===== src/meo_pkg.sv =====
// ----------------------------------------------------------------------------
// meo_pkg: shared definitions for the ellipse outline rasteriser
// Default sizes, command codes, quadrant codes and the pixel emit control
// word passed from the sequencer to the pixel generator.
// ----------------------------------------------------------------------------
package meo_pkg;

  localparam int RADIUS_BITS_DEF = 11;
  localparam int COORD_BITS_DEF  = 15;
  localparam int PIXEL_BITS      = 16;
  localparam int COLOR_BITS      = 8;

  localparam logic CMD_START = 1'b0;
  localparam logic CMD_STEP  = 1'b1;

  // Order of the four symmetric pixels: (+x,+y) (-x,+y) (+x,-y) (-x,-y)
  typedef enum logic [1:0] {
    QUAD_PP,
    QUAD_NP,
    QUAD_PN,
    QUAD_NN
  } quad_t;

  typedef struct packed {
    quad_t quad;
    logic  finish;
  } emit_t;

endpackage


===== src/midpoint_ellipse_outline.sv =====
// ----------------------------------------------------------------------------
// midpoint_ellipse_outline: two-region midpoint ellipse outline rasteriser
// A start word latches centre, radii and colour and prepares region one; each
// step word emits the four mirrored pixels of the current point, then
// advances it. A start with both radii non-zero runs three products through
// the single shared multiplier. A step emits its pixels one per cycle while
// the pixel side is ready, then updates the point; the step that ends the
// ellipse has no update. The step that crosses into region two runs five
// more products on the same multiplier. A start with both radii zero emits
// one pixel at the centre; one radius zero emits nothing.
// ----------------------------------------------------------------------------
module midpoint_ellipse_outline #(
  parameter int RADIUS_BITS = meo_pkg::RADIUS_BITS_DEF,
  parameter int COORD_BITS  = meo_pkg::COORD_BITS_DEF
) (
  input  logic                                    clk,
  input  logic                                    rst,
  input  logic                                    cmd_valid,
  output logic                                    cmd_ready,
  input  logic                                    command,
  input  logic signed [COORD_BITS-1:0]            center_x,
  input  logic signed [COORD_BITS-1:0]            center_y,
  input  logic        [RADIUS_BITS-1:0]           radius_x,
  input  logic        [RADIUS_BITS-1:0]           radius_y,
  input  logic        [meo_pkg::COLOR_BITS-1:0]   pen_color,
  output logic                                    pix_valid,
  input  logic                                    pix_ready,
  output logic signed [meo_pkg::PIXEL_BITS-1:0]   pixel_x,
  output logic signed [meo_pkg::PIXEL_BITS-1:0]   pixel_y,
  output logic        [meo_pkg::COLOR_BITS-1:0]   pixel_color,
  output logic                                    last_of_step,
  output logic                                    shape_done
);
  import meo_pkg::*;

  localparam int XW     = RADIUS_BITS + 1;
  localparam int YW     = RADIUS_BITS + 2;
  localparam int SQ_W   = 2 * RADIUS_BITS;
  localparam int MUL_W  = 2 * RADIUS_BITS + 4;
  localparam int PROD_W = 2 * MUL_W;
  localparam int SL_W   = 3 * RADIUS_BITS + 4;
  localparam int D_W    = 4 * RADIUS_BITS + 6;

  typedef enum logic [2:0] {
    S_IDLE,
    S_ISSUE,
    S_WB,
    S_EMIT,
    S_UPD
  } state_t;

  typedef enum logic [1:0] {
    PH_IDLE,
    PH_R1,
    PH_R2
  } phase_t;

  typedef enum logic [2:0] {
    OP_RXSQ,
    OP_RYSQ,
    OP_RXSQ_RY,
    OP_T2,
    OP_RY_T2,
    OP_U2,
    OP_RX_U2,
    OP_RXRY
  } op_t;

  state_t                   state;
  phase_t                   phase;
  op_t                      op;
  quad_t                    quad;
  logic                     finish;

  logic signed [COORD_BITS-1:0] origin_x;
  logic signed [COORD_BITS-1:0] origin_y;
  logic [COLOR_BITS-1:0]    ink;
  logic [RADIUS_BITS-1:0]   rad_x;
  logic [RADIUS_BITS-1:0]   rad_y;
  logic [SQ_W-1:0]          rx_sq;
  logic [SQ_W-1:0]          ry_sq;
  logic [XW-1:0]            cur_x;
  logic signed [YW-1:0]     cur_y;
  logic signed [SL_W-1:0]   slope_x;
  logic signed [SL_W-1:0]   slope_y;
  logic signed [D_W-1:0]    decision;
  logic [MUL_W-1:0]         tmp;
  logic signed [D_W-1:0]    acc;

  logic [MUL_W-1:0]         mul_a;
  logic [MUL_W-1:0]         mul_b;
  logic [PROD_W-1:0]        product;

  logic [YW-1:0]            t_val;
  logic signed [YW-1:0]     u_val;
  logic [YW-1:0]            u_abs;

  logic signed [SL_W-1:0]   ry2;
  logic signed [SL_W-1:0]   rx2;
  logic [XW-1:0]            cur_x_next;
  logic signed [YW-1:0]     cur_y_next;
  logic signed [SL_W-1:0]   slope_x_next;
  logic signed [SL_W-1:0]   slope_y_next;
  logic signed [D_W-1:0]    decision_next;
  logic                     d_neg;
  logic                     d_pos;
  logic                     y_end;

  emit_t                    emit;

  assign cmd_ready   = (state == S_IDLE);
  assign pix_valid   = (state == S_EMIT);
  assign pixel_color = ink;

  assign t_val = {cur_x, 1'b1};
  assign u_val = cur_y - YW'(1);
  assign u_abs = u_val[YW-1] ? YW'(1) : u_val;

  always_comb begin
    case (op)
      OP_RXSQ: begin
        mul_a = MUL_W'(rad_x);
        mul_b = MUL_W'(rad_x);
      end
      OP_RYSQ: begin
        mul_a = MUL_W'(rad_y);
        mul_b = MUL_W'(rad_y);
      end
      OP_RXSQ_RY: begin
        mul_a = MUL_W'(rx_sq);
        mul_b = MUL_W'(rad_y);
      end
      OP_T2: begin
        mul_a = MUL_W'(t_val);
        mul_b = MUL_W'(t_val);
      end
      OP_RY_T2: begin
        mul_a = MUL_W'(ry_sq);
        mul_b = tmp;
      end
      OP_U2: begin
        mul_a = MUL_W'(u_abs);
        mul_b = MUL_W'(u_abs);
      end
      OP_RX_U2: begin
        mul_a = MUL_W'(rx_sq);
        mul_b = tmp;
      end
      OP_RXRY: begin
        mul_a = MUL_W'(rx_sq);
        mul_b = MUL_W'(ry_sq);
      end
      default: begin
        mul_a = '0;
        mul_b = '0;
      end
    endcase
  end

  meo_mul #(
    .WIDTH (MUL_W)
  ) u_mul (
    .clk     (clk),
    .a       (mul_a),
    .b       (mul_b),
    .product (product)
  );

  // Advance one point of the current region
  assign ry2   = SL_W'({ry_sq, 1'b0});
  assign rx2   = SL_W'({rx_sq, 1'b0});
  assign d_neg = decision[D_W-1];
  assign d_pos = !decision[D_W-1] && (decision != '0);
  assign y_end = cur_y[YW-1] || (cur_y == '0);

  always_comb begin
    cur_x_next    = cur_x;
    cur_y_next    = cur_y;
    slope_x_next  = slope_x;
    slope_y_next  = slope_y;
    decision_next = decision;
    if (phase == PH_R1) begin
      cur_x_next   = cur_x + XW'(1);
      slope_x_next = slope_x + ry2;
      if (d_neg) begin
        decision_next = decision + D_W'(ry_sq) + D_W'(slope_x_next);
      end else begin
        cur_y_next    = cur_y - YW'(1);
        slope_y_next  = slope_y - rx2;
        decision_next = decision + D_W'(ry_sq) + D_W'(slope_x_next) - D_W'(slope_y_next);
      end
    end else begin
      cur_y_next   = cur_y - YW'(1);
      slope_y_next = slope_y - rx2;
      if (d_pos) begin
        decision_next = decision + D_W'(rx_sq) - D_W'(slope_y_next);
      end else begin
        cur_x_next    = cur_x + XW'(1);
        slope_x_next  = slope_x + ry2;
        decision_next = decision + D_W'(rx_sq) - D_W'(slope_y_next) + D_W'(slope_x_next);
      end
    end
  end

  always_ff @(posedge clk) begin
    if (rst) begin
      state  <= S_IDLE;
      phase  <= PH_IDLE;
      op     <= OP_RXSQ;
      quad   <= QUAD_PP;
      finish <= 1'b0;
    end else begin
      case (state)
        S_IDLE: begin
          if (cmd_valid) begin
            if (command == CMD_START) begin
              origin_x <= center_x;
              origin_y <= center_y;
              ink      <= pen_color;
              rad_x    <= radius_x;
              rad_y    <= radius_y;
              phase    <= PH_IDLE;
              if (radius_x == '0 && radius_y == '0) begin
                cur_x  <= '0;
                cur_y  <= '0;
                quad   <= QUAD_NN;
                finish <= 1'b1;
                state  <= S_EMIT;
              end else if (radius_x != '0 && radius_y != '0) begin
                op    <= OP_RXSQ;
                state <= S_ISSUE;
              end
            end else if (phase != PH_IDLE) begin
              quad   <= QUAD_PP;
              finish <= (phase == PH_R2) && y_end;
              state  <= S_EMIT;
            end
          end
        end
        S_ISSUE: begin
          state <= S_WB;
        end
        S_WB: begin
          case (op)
            OP_RXSQ: rx_sq <= SQ_W'(product);
            OP_RYSQ: ry_sq <= SQ_W'(product);
            OP_RXSQ_RY: begin
              slope_y  <= SL_W'({product, 1'b0});
              decision <= D_W'(ry_sq) - D_W'(product) + D_W'(rx_sq >> 2);
              cur_x    <= '0;
              cur_y    <= YW'(rad_y);
              slope_x  <= '0;
              phase    <= PH_R1;
            end
            OP_T2:    tmp <= MUL_W'(product);
            OP_RY_T2: acc <= D_W'(product >> 2);
            OP_U2:    tmp <= MUL_W'(product);
            OP_RX_U2: acc <= acc + D_W'(product);
            OP_RXRY: begin
              decision <= acc - D_W'(product);
              phase    <= PH_R2;
            end
            default: ;
          endcase
          if (op inside {OP_RXSQ_RY, OP_RXRY}) begin
            state <= S_IDLE;
          end else begin
            op    <= op_t'(op + 3'd1);
            state <= S_ISSUE;
          end
        end
        S_EMIT: begin
          if (pix_ready) begin
            if (quad == QUAD_NN) begin
              if (finish) begin
                phase <= PH_IDLE;
                state <= S_IDLE;
              end else begin
                state <= S_UPD;
              end
            end else begin
              quad <= quad_t'(quad + 2'd1);
            end
          end
        end
        S_UPD: begin
          cur_x    <= cur_x_next;
          cur_y    <= cur_y_next;
          slope_x  <= slope_x_next;
          slope_y  <= slope_y_next;
          decision <= decision_next;
          if (phase == PH_R1 && slope_x_next >= slope_y_next) begin
            op    <= OP_T2;
            state <= S_ISSUE;
          end else begin
            state <= S_IDLE;
          end
        end
        default: state <= S_IDLE;
      endcase
    end
  end

  assign emit.quad   = quad;
  assign emit.finish = finish;

  meo_pix #(
    .RADIUS_BITS (RADIUS_BITS),
    .COORD_BITS  (COORD_BITS)
  ) u_pix (
    .origin_x     (origin_x),
    .origin_y     (origin_y),
    .cur_x        (cur_x),
    .cur_y        (cur_y),
    .emit         (emit),
    .pixel_x      (pixel_x),
    .pixel_y      (pixel_y),
    .last_of_step (last_of_step),
    .shape_done   (shape_done)
  );

  a_upd_drawing: assert property (@(posedge clk) disable iff (rst)
    (state == S_UPD) |-> (phase != PH_IDLE))
    else $error("update with no ellipse in progress");

  a_r2_y_positive: assert property (@(posedge clk) disable iff (rst)
    (state == S_UPD && phase == PH_R2) |-> (!cur_y[YW-1] && cur_y != '0))
    else $error("region two advanced past the axis");

  a_done_is_last: assert property (@(posedge clk) disable iff (rst)
    (pix_valid && shape_done) |-> last_of_step)
    else $error("shape end not on last pixel of step");

  a_no_extra_pixel: assert property (@(posedge clk) disable iff (rst)
    (pix_valid && pix_ready && last_of_step) |=> !pix_valid)
    else $error("pixel emitted after last of step");

  a_r2_entry: assert property (@(posedge clk) disable iff (rst)
    (state == S_WB && op == OP_RXRY) |=> (phase == PH_R2 && state == S_IDLE))
    else $error("region two set-up did not complete");

endmodule


===== src/meo_mul.sv =====
// ----------------------------------------------------------------------------
// meo_mul: shared unsigned multiplier
// One registered product per cycle; every squared radius and the starting
// decision terms of both regions of the rasteriser go through this unit.
// ----------------------------------------------------------------------------
module meo_mul #(
  parameter int WIDTH = 2 * meo_pkg::RADIUS_BITS_DEF + 4
) (
  input  logic                 clk,
  input  logic [WIDTH-1:0]     a,
  input  logic [WIDTH-1:0]     b,
  output logic [2*WIDTH-1:0]   product
);

  always_ff @(posedge clk) begin
    product <= a * b;
  end

endmodule


===== src/meo_pix.sv =====
// ----------------------------------------------------------------------------
// meo_pix: symmetric pixel generator
// Forms one of the four mirrored pixels of the current point about the
// centre, wrapped to the pixel width, with its end-of-step flags.
// ----------------------------------------------------------------------------
module meo_pix #(
  parameter int RADIUS_BITS = meo_pkg::RADIUS_BITS_DEF,
  parameter int COORD_BITS  = meo_pkg::COORD_BITS_DEF
) (
  input  logic signed [COORD_BITS-1:0]            origin_x,
  input  logic signed [COORD_BITS-1:0]            origin_y,
  input  logic        [RADIUS_BITS:0]             cur_x,
  input  logic signed [RADIUS_BITS+1:0]           cur_y,
  input  meo_pkg::emit_t                          emit,
  output logic signed [meo_pkg::PIXEL_BITS-1:0]   pixel_x,
  output logic signed [meo_pkg::PIXEL_BITS-1:0]   pixel_y,
  output logic                                    last_of_step,
  output logic                                    shape_done
);
  import meo_pkg::*;

  localparam int SUM_W = ((COORD_BITS > RADIUS_BITS + 2) ? COORD_BITS : RADIUS_BITS + 2) + 1;
  localparam int EXT_W = (SUM_W > PIXEL_BITS) ? SUM_W : PIXEL_BITS;

  logic signed [EXT_W-1:0] ox;
  logic signed [EXT_W-1:0] oy;
  logic signed [EXT_W-1:0] dx;
  logic signed [EXT_W-1:0] dy;
  logic signed [EXT_W-1:0] sum_x;
  logic signed [EXT_W-1:0] sum_y;

  assign ox = EXT_W'(origin_x);
  assign oy = EXT_W'(origin_y);
  assign dx = EXT_W'($signed({1'b0, cur_x}));
  assign dy = EXT_W'(cur_y);

  assign sum_x = (emit.quad inside {QUAD_NP, QUAD_NN}) ? ox - dx : ox + dx;
  assign sum_y = (emit.quad inside {QUAD_PN, QUAD_NN}) ? oy - dy : oy + dy;

  assign pixel_x      = sum_x[PIXEL_BITS-1:0];
  assign pixel_y      = sum_y[PIXEL_BITS-1:0];
  assign last_of_step = (emit.quad == QUAD_NN);
  assign shape_done   = (emit.quad == QUAD_NN) && emit.finish;

endmodule


===== config.mk =====
export PLATFORM = sky130hd
export DESIGN_NAME = midpoint_ellipse_outline
export DESIGN_NICKNAME = d
export VERILOG_FILES = /design/src/meo_pkg.sv /design/src/midpoint_ellipse_outline.sv /design/src/meo_mul.sv /design/src/meo_pix.sv
export SDC_FILE = /design/constraint.sdc
export NUM_CORES = 2
export LEC_CHECK = 0
export ABC_AREA = 1
export BUFFER_PORTS_ARGS = -buffer_cell sky130_fd_sc_hd__buf_4
export CAP_MARGIN = 20
export CORE_ASPECT_RATIO = 1.2
export CORE_MARGIN = 4
export CORE_UTILIZATION = 34
export CTS_CLUSTER_DIAMETER = 80
export DETAILED_ROUTE_END_ITERATION = 16
export HOLD_SLACK_MARGIN = 0.12
export SLEW_MARGIN = 5
export SYNTH_ARGS = -nofsm -noshare
export SYNTH_HDL_FRONTEND = slang
export SYNTH_SLANG_ARGS = --single-unit

===== constraint.sdc =====
create_clock -name clk -period 15.9 [get_ports clk]
set_clock_uncertainty 0.1 [all_clocks]
set_input_delay 3.18 -clock clk [delete_from_list [all_inputs] [get_ports clk]]
set_output_delay 3.18 -clock clk [all_outputs]
set_load 0.005 [all_outputs]

Word-level counts from Yosys, hierarchy flattened
Index checks and enable logic that the tools add are counted.
Storage, ports and cells
  register bits: 392
  input port bits: 65
  output and inout bits: 44
  logic and storage cells: 191
Operators by class
  add/sub/neg operators: 20
  multiply operators: 1
  order comparisons: 1
  equality and inequality tests: 35
  multiplexer cells: 68
  bitwise gates (word level): 2
  reductions and logical operators: 44
Operators by type and width (count)
  one-hot mux 26 bit (6 select lines): 2
  one-hot mux 50 bit (2 select lines): 3
  two-way mux 37 bit: 6
  adder 50 bit: 3
  two-way mux 50 bit: 3
  subtractor 50 bit: 3
  one-hot mux 37 bit (2 select lines): 2
  adder 50 x 22 -> 50 bit: 2
  two-way mux 12 bit: 7
  two-way mux 13 bit: 6
  multiplier 26 x 26 -> 52 bit: 1
  adder 50 x 20 -> 50 bit: 1
  nonzero test 50 bit: 1
  subtractor 22 x 50 -> 50 bit: 1
  two-way mux 3 bit: 14
  one-hot mux 13 bit (3 select lines): 1
  adder 37 x 24 -> 37 bit: 1
  >= comparator 37 bit: 1
  subtractor 37 x 24 -> 37 bit: 1
  one-hot mux 12 bit (3 select lines): 1
  adder 15 x 13 -> 16 bit: 2
  two-way mux 16 bit: 2
  subtractor 15 x 13 -> 16 bit: 2
  AND reduction 7 bit: 4
  37 further kinds: 101

Logic depth before layout (Yosys ltp)
  depth after elaboration: 8
  mapped depth: 47

By module
Synthesis repeated with hierarchy kept, for this count alone.
Unflattened totals
  cell total of the unflattened synthesis: 10854
  area total of the unflattened synthesis: 73663.1 um^2
By module, submodules not included
  midpoint_ellipse_outline: instances 1, cells each 6954, area each 45861.5 um^2, seq. area each 10039.6 um^2
  meo_mul: instances 1, cells each 3483, area each 25463.2 um^2, seq. area each 1041.0 um^2
  meo_pix: instances 1, cells each 417, area each 2338.5 um^2, seq. area each 0.0 um^2

Least setup slack after synthesis
OpenSTA, ideal clock, no wires.
  kind: in2reg
  start point: in command
  end point: reg origin_x[0] (enable)
  setup time: 0.627 ns
  arrival time: 9.038 ns
  data required time: 15.173 ns
  path slack: 6.136 ns
  stages: 1
  path through: nor4_1
On the way
  longest elaborated chain between the ends: 2
RTL lines
  start, declared: line midpoint_ellipse_outline.sv:20  | input logic command,
  inverter 1 bit (no source line)
  AND reduction 4 bit (no source line)
  end signal, assigned: line midpoint_ellipse_outline.sv:217  | origin_x <= center_x;
  end, declared: line midpoint_ellipse_outline.sv:75  | logic signed [COORD_BITS-1:0] origin_x;
Every way passes these cells.
A chain may end at the register's enable or synchronous reset.

Worst setup path in the final report
  start point: reg op[0]
  end point: reg u_mul.product[48]
On the way
  longest elaborated chain between the ends: 4
  elaborated cells between the ends (all ways): 14
  those cells by class: 1 x mul; 7 x eq/ne; 2 x mux; 4 x reduce/logical
RTL lines
  start, declared: line midpoint_ellipse_outline.sv:71  | op_t op;
  start signal, assigned: line midpoint_ellipse_outline.sv:268  | op <= op_t'(op + 3'd1);
  equality test 3 x 2 -> 1 bit, or another cell as far along: line midpoint_ellipse_outline.sv:120  | case (op)
  OR reduction 3 bit (no source line) or OR reduction 2 bit (tied branches)
  one-hot mux 26 bit (6 select lines): line midpoint_ellipse_outline.sv:120
  multiplier 26 x 26 -> 52 bit *: line meo_mul.sv:16  | product <= a * b;
  end signal, assigned: line meo_mul.sv:16
  end, declared: line meo_mul.sv:12  | output logic [2*WIDTH-1:0] product
Mark *: on every way between the ends. The rest lies on a longest branch, timed or not. The select of a mux whose other input is x is not followed.

==> summary.txt <==
Status
  • Status: completed

Worst setup path
  • Critical path type: reg -> reg
  • Critical path peak fanout: 52
  • Critical Path AT: 10.78 ns
  • Buffers & Inverters on Critical Path: 12
  • CP max-delay cell: clkinv_1
  • CP peak stage delay: 0.76 ns
  • Crit path max-delay family: adder cells
  • WP depth: 34
  • Crit start category: flip-flop
  • Reg2Reg Depth: 34
  • Critical path capture point type: flip-flop
  • Required time of the worst setup path: 16.47 ns

Synth
  • Post-Synth Adder-Cell Area: 0.292
  • Post-Syn Area: 0.0674 mm2
  • Avg Inst Size Synth: 6.96 um2
  • Yosys Warn Count: 0
  • Post-synthesis mux area share: 0.000891
  • Synth Area in Compound Gates: 0.143
  • Synthesized Nets: 11.0k
  • Main combinational cell family by area after synthesis: adder cells
  • Synth Area in Simple Gates: 0.241
  • Number of enable flip-flop cells after synthesis: 327
  • FFs w/ async S/R, synth: 0
  • Post-synthesis sequential area ratio: 0.164
  • Post-synthesis cell count: 9,686
  • Post-synth cell types: 74
  • Dominant synthesized flop cell: edfxtp_1
  • Synth Area in XOR/XNOR: 0.0399
  • Synthesis-stage register bit count: 389

Timing
  • Worst-Margin Slew: 1.20 ns
  • Final critical-path share of the clock period: 0.642
  • Final hold vios: 0
  • Tmin final: 10.21 ns
  • Max_slew headroom: 0.200
  • RSZ-0062 raised after global routing: false
  • Peak Freq: 98.0 MHz
  • Finish-stage setup viols: 0
  • Pins Over Slew Limit: 0
  • Final setup TNS: 0 ns

CTS
  • Clock latency on the worst-skew pair: 0.75 ns
  • Clock Pin Slew Worst Setup and Hold Paths: 0.06 ns
  • Clk root buf: clkbuf_16
  • Post-CTS setup repair buffer count: 0
  • Clock buffer depth: 3
  • Clk sinks: 389
  • Maximum level of the CTS H-tree: 2
  • Cts bufs inserted: 55
  • Cts hold-fix bufs: 0
  • CTS tree: built
  • Post-CTS resize count: 0

Global route
  • Initial antenna violation count: 11
  • First-pass GRT wire length: 478,000 um
  • Largest net degree at the start of global routing: 146
  • Gr usage total: 0.320
  • Congestion Overflow GR: 0
  • Vias in the first global route: 68.0k

Route
  • Drt total wl: 338,000 um
  • Drt wl/cell: 27.3 um
  • Vias after detailed routing: 67.9k
  • Final ANT Viol Nets: 0
  • Vias per Instance: 5.47
  • Iter 0 DRT Violations: 6,174
  • DRC errors left: 0
  • First-pass DRT Iterations: 6

Placed design
  • DP HPWL: 287,000 um
  • Port-buffer cells: 108
  • Placer Congestion: 1.06

Floorplan
  • Die footprint: 0.206 mm2
  • Die width: 415 um
  • Die H: 496 um
  • FP Rows: 178
  • Core area: 0.197 mm2
  • Starting Density: 0.343
  • Num ports: 109

Final layout
  • Commonest cells after routing, fill and taps aside: nand2_1 (1,945), inv_1 (1,839), nor2_1 (1,155), ha_1 (693), a21oi_1 (671)
  • Layout area overhead: 8.71%
  • Commonest non-fill, non-tap cell in the layout: nand2_1
  • Layout cells sized above 1: 0.0466
  • Nets: 11.0k

Job
  • Max Cap Viol: 0

Worst hold path
  • Hold WC Path Type: reg -> reg
  • WHS Path Cells: 0
-- state kept, by name, summed over array words and instances, names as in the netlist --
name,flops
slope_y,36
pixel_color,8
finish,1
op,3
quad,2
cur_y,13
state,3
origin_x,15
rad_y,11
acc,50
origin_y,15
ry_sq,22
rad_x,11
tmp,26
phase,2
slope_x,36
decision,50
u_mul.product,51
rx_sq,22
cur_x,12
-- stage by stage --
| stage | utilization | worst slack [ns] | hold WS, ns | instance area (um2) | std cells |
|---|---|---|---|---|---|
| floorplan | - | 6.14 | 0.339 | 67400 | 9686 |
| global placement | 0.363 | 5.84 | 0.333 | 71400 | 12300 |
| detailed placement | 0.363 | 5.83 | 0.334 | 71400 | 12300 |
| CTS | 0.373 | 5.81 | 0.270 | 73300 | 12400 |
| global route | 0.373 | 5.33 | 0.308 | 73300 | 12400 |
| finish | 0.373 | 5.69 | 0.278 | 73300 | 12400 |
-- worst reg2reg max path: cells and delay by family (launching register included) --
family	cells	cell delay [ns]
DFF	1	0.42
buffers and inverters	12	2.54
AOI/OAI and AO/OA	3	1.06
adders and majority gates	9	4.13
xor gates and xnor gates	1	0.15
and+or+nand+nor	9	1.75
-- routing by layer --
layer  vias up  track usage  routed length (um)
li1      31200            -                   -
met1     32800        0.360              124000
met2      2993        0.538              157000
met3       892       0.0531               23000
met4         6        0.260               33700
met5         -            0                  41
-- path summary, 6_finish.rpt --
kind	slack [ns]	start	to
max	5.69	op[0]	u_mul.product[48]
min	0.28	u_mul.product[20]	tmp[20]
max reg2reg	5.69	op[0]	u_mul.product[48]
min reg2reg	0.28	u_mul.product[20]	tmp[20]
-- cells by family after synthesis --
logic type      Yosys count
simple gates           3931
fa+ha+maj              1245
mux                       6
compound gates         1718
buf+inv                2091
xor+xnor                306
flops                   389
-- area by class of cell --
| cell class | count | area [um2] |
|---|---|---|
| Antenna cell | 10 | 25.0 |
| Clock buffer | 61 | 1410 |
| Clock inverter | 42 | 452 |
| Fill cell | 21200 | 123000 |
| Inverter | 1874 | 7040 |
| Multi-Input combinational cell | 7206 | 48500 |
| Sequential cell | 389 | 11100 |
| Tap cell | 2610 | 3270 |
| Timing Repair Buffer | 206 | 1570 |
-- synthesized netlist by cell type (all sizes together) (8+ instances only) --
cell     count  area, um2
a211oi      21        158
a21boi      28        210
a21o        51        383
a21oi      674       3380
a31oi       84        526
and2        30        188
and3        11       68.8
buf         86        469
clkbuf     131        492
clkinv      14       52.6
dfxtp       62       1240
edfxtp     327       9820
fa         551      11000
ha         694       8680
inv       1860       6990
nand2     1975       7500
nand3      430       2160
nand3b      20        150
nand4       84        532
nor2      1172       4430
nor3        91        472
nor4        56        350
o2111ai      8       76.3
o211ai      30        235
o21a        38        285
o21ai      609       3060
o21bai      66        499
o221ai      14        123
o22ai       60        438
or2         53        332
xnor2       77        674
xor2       229       2010
Power is not shown: default switching activity piles up to over one toggle a cycle in this logic, so the estimate is an artifact.
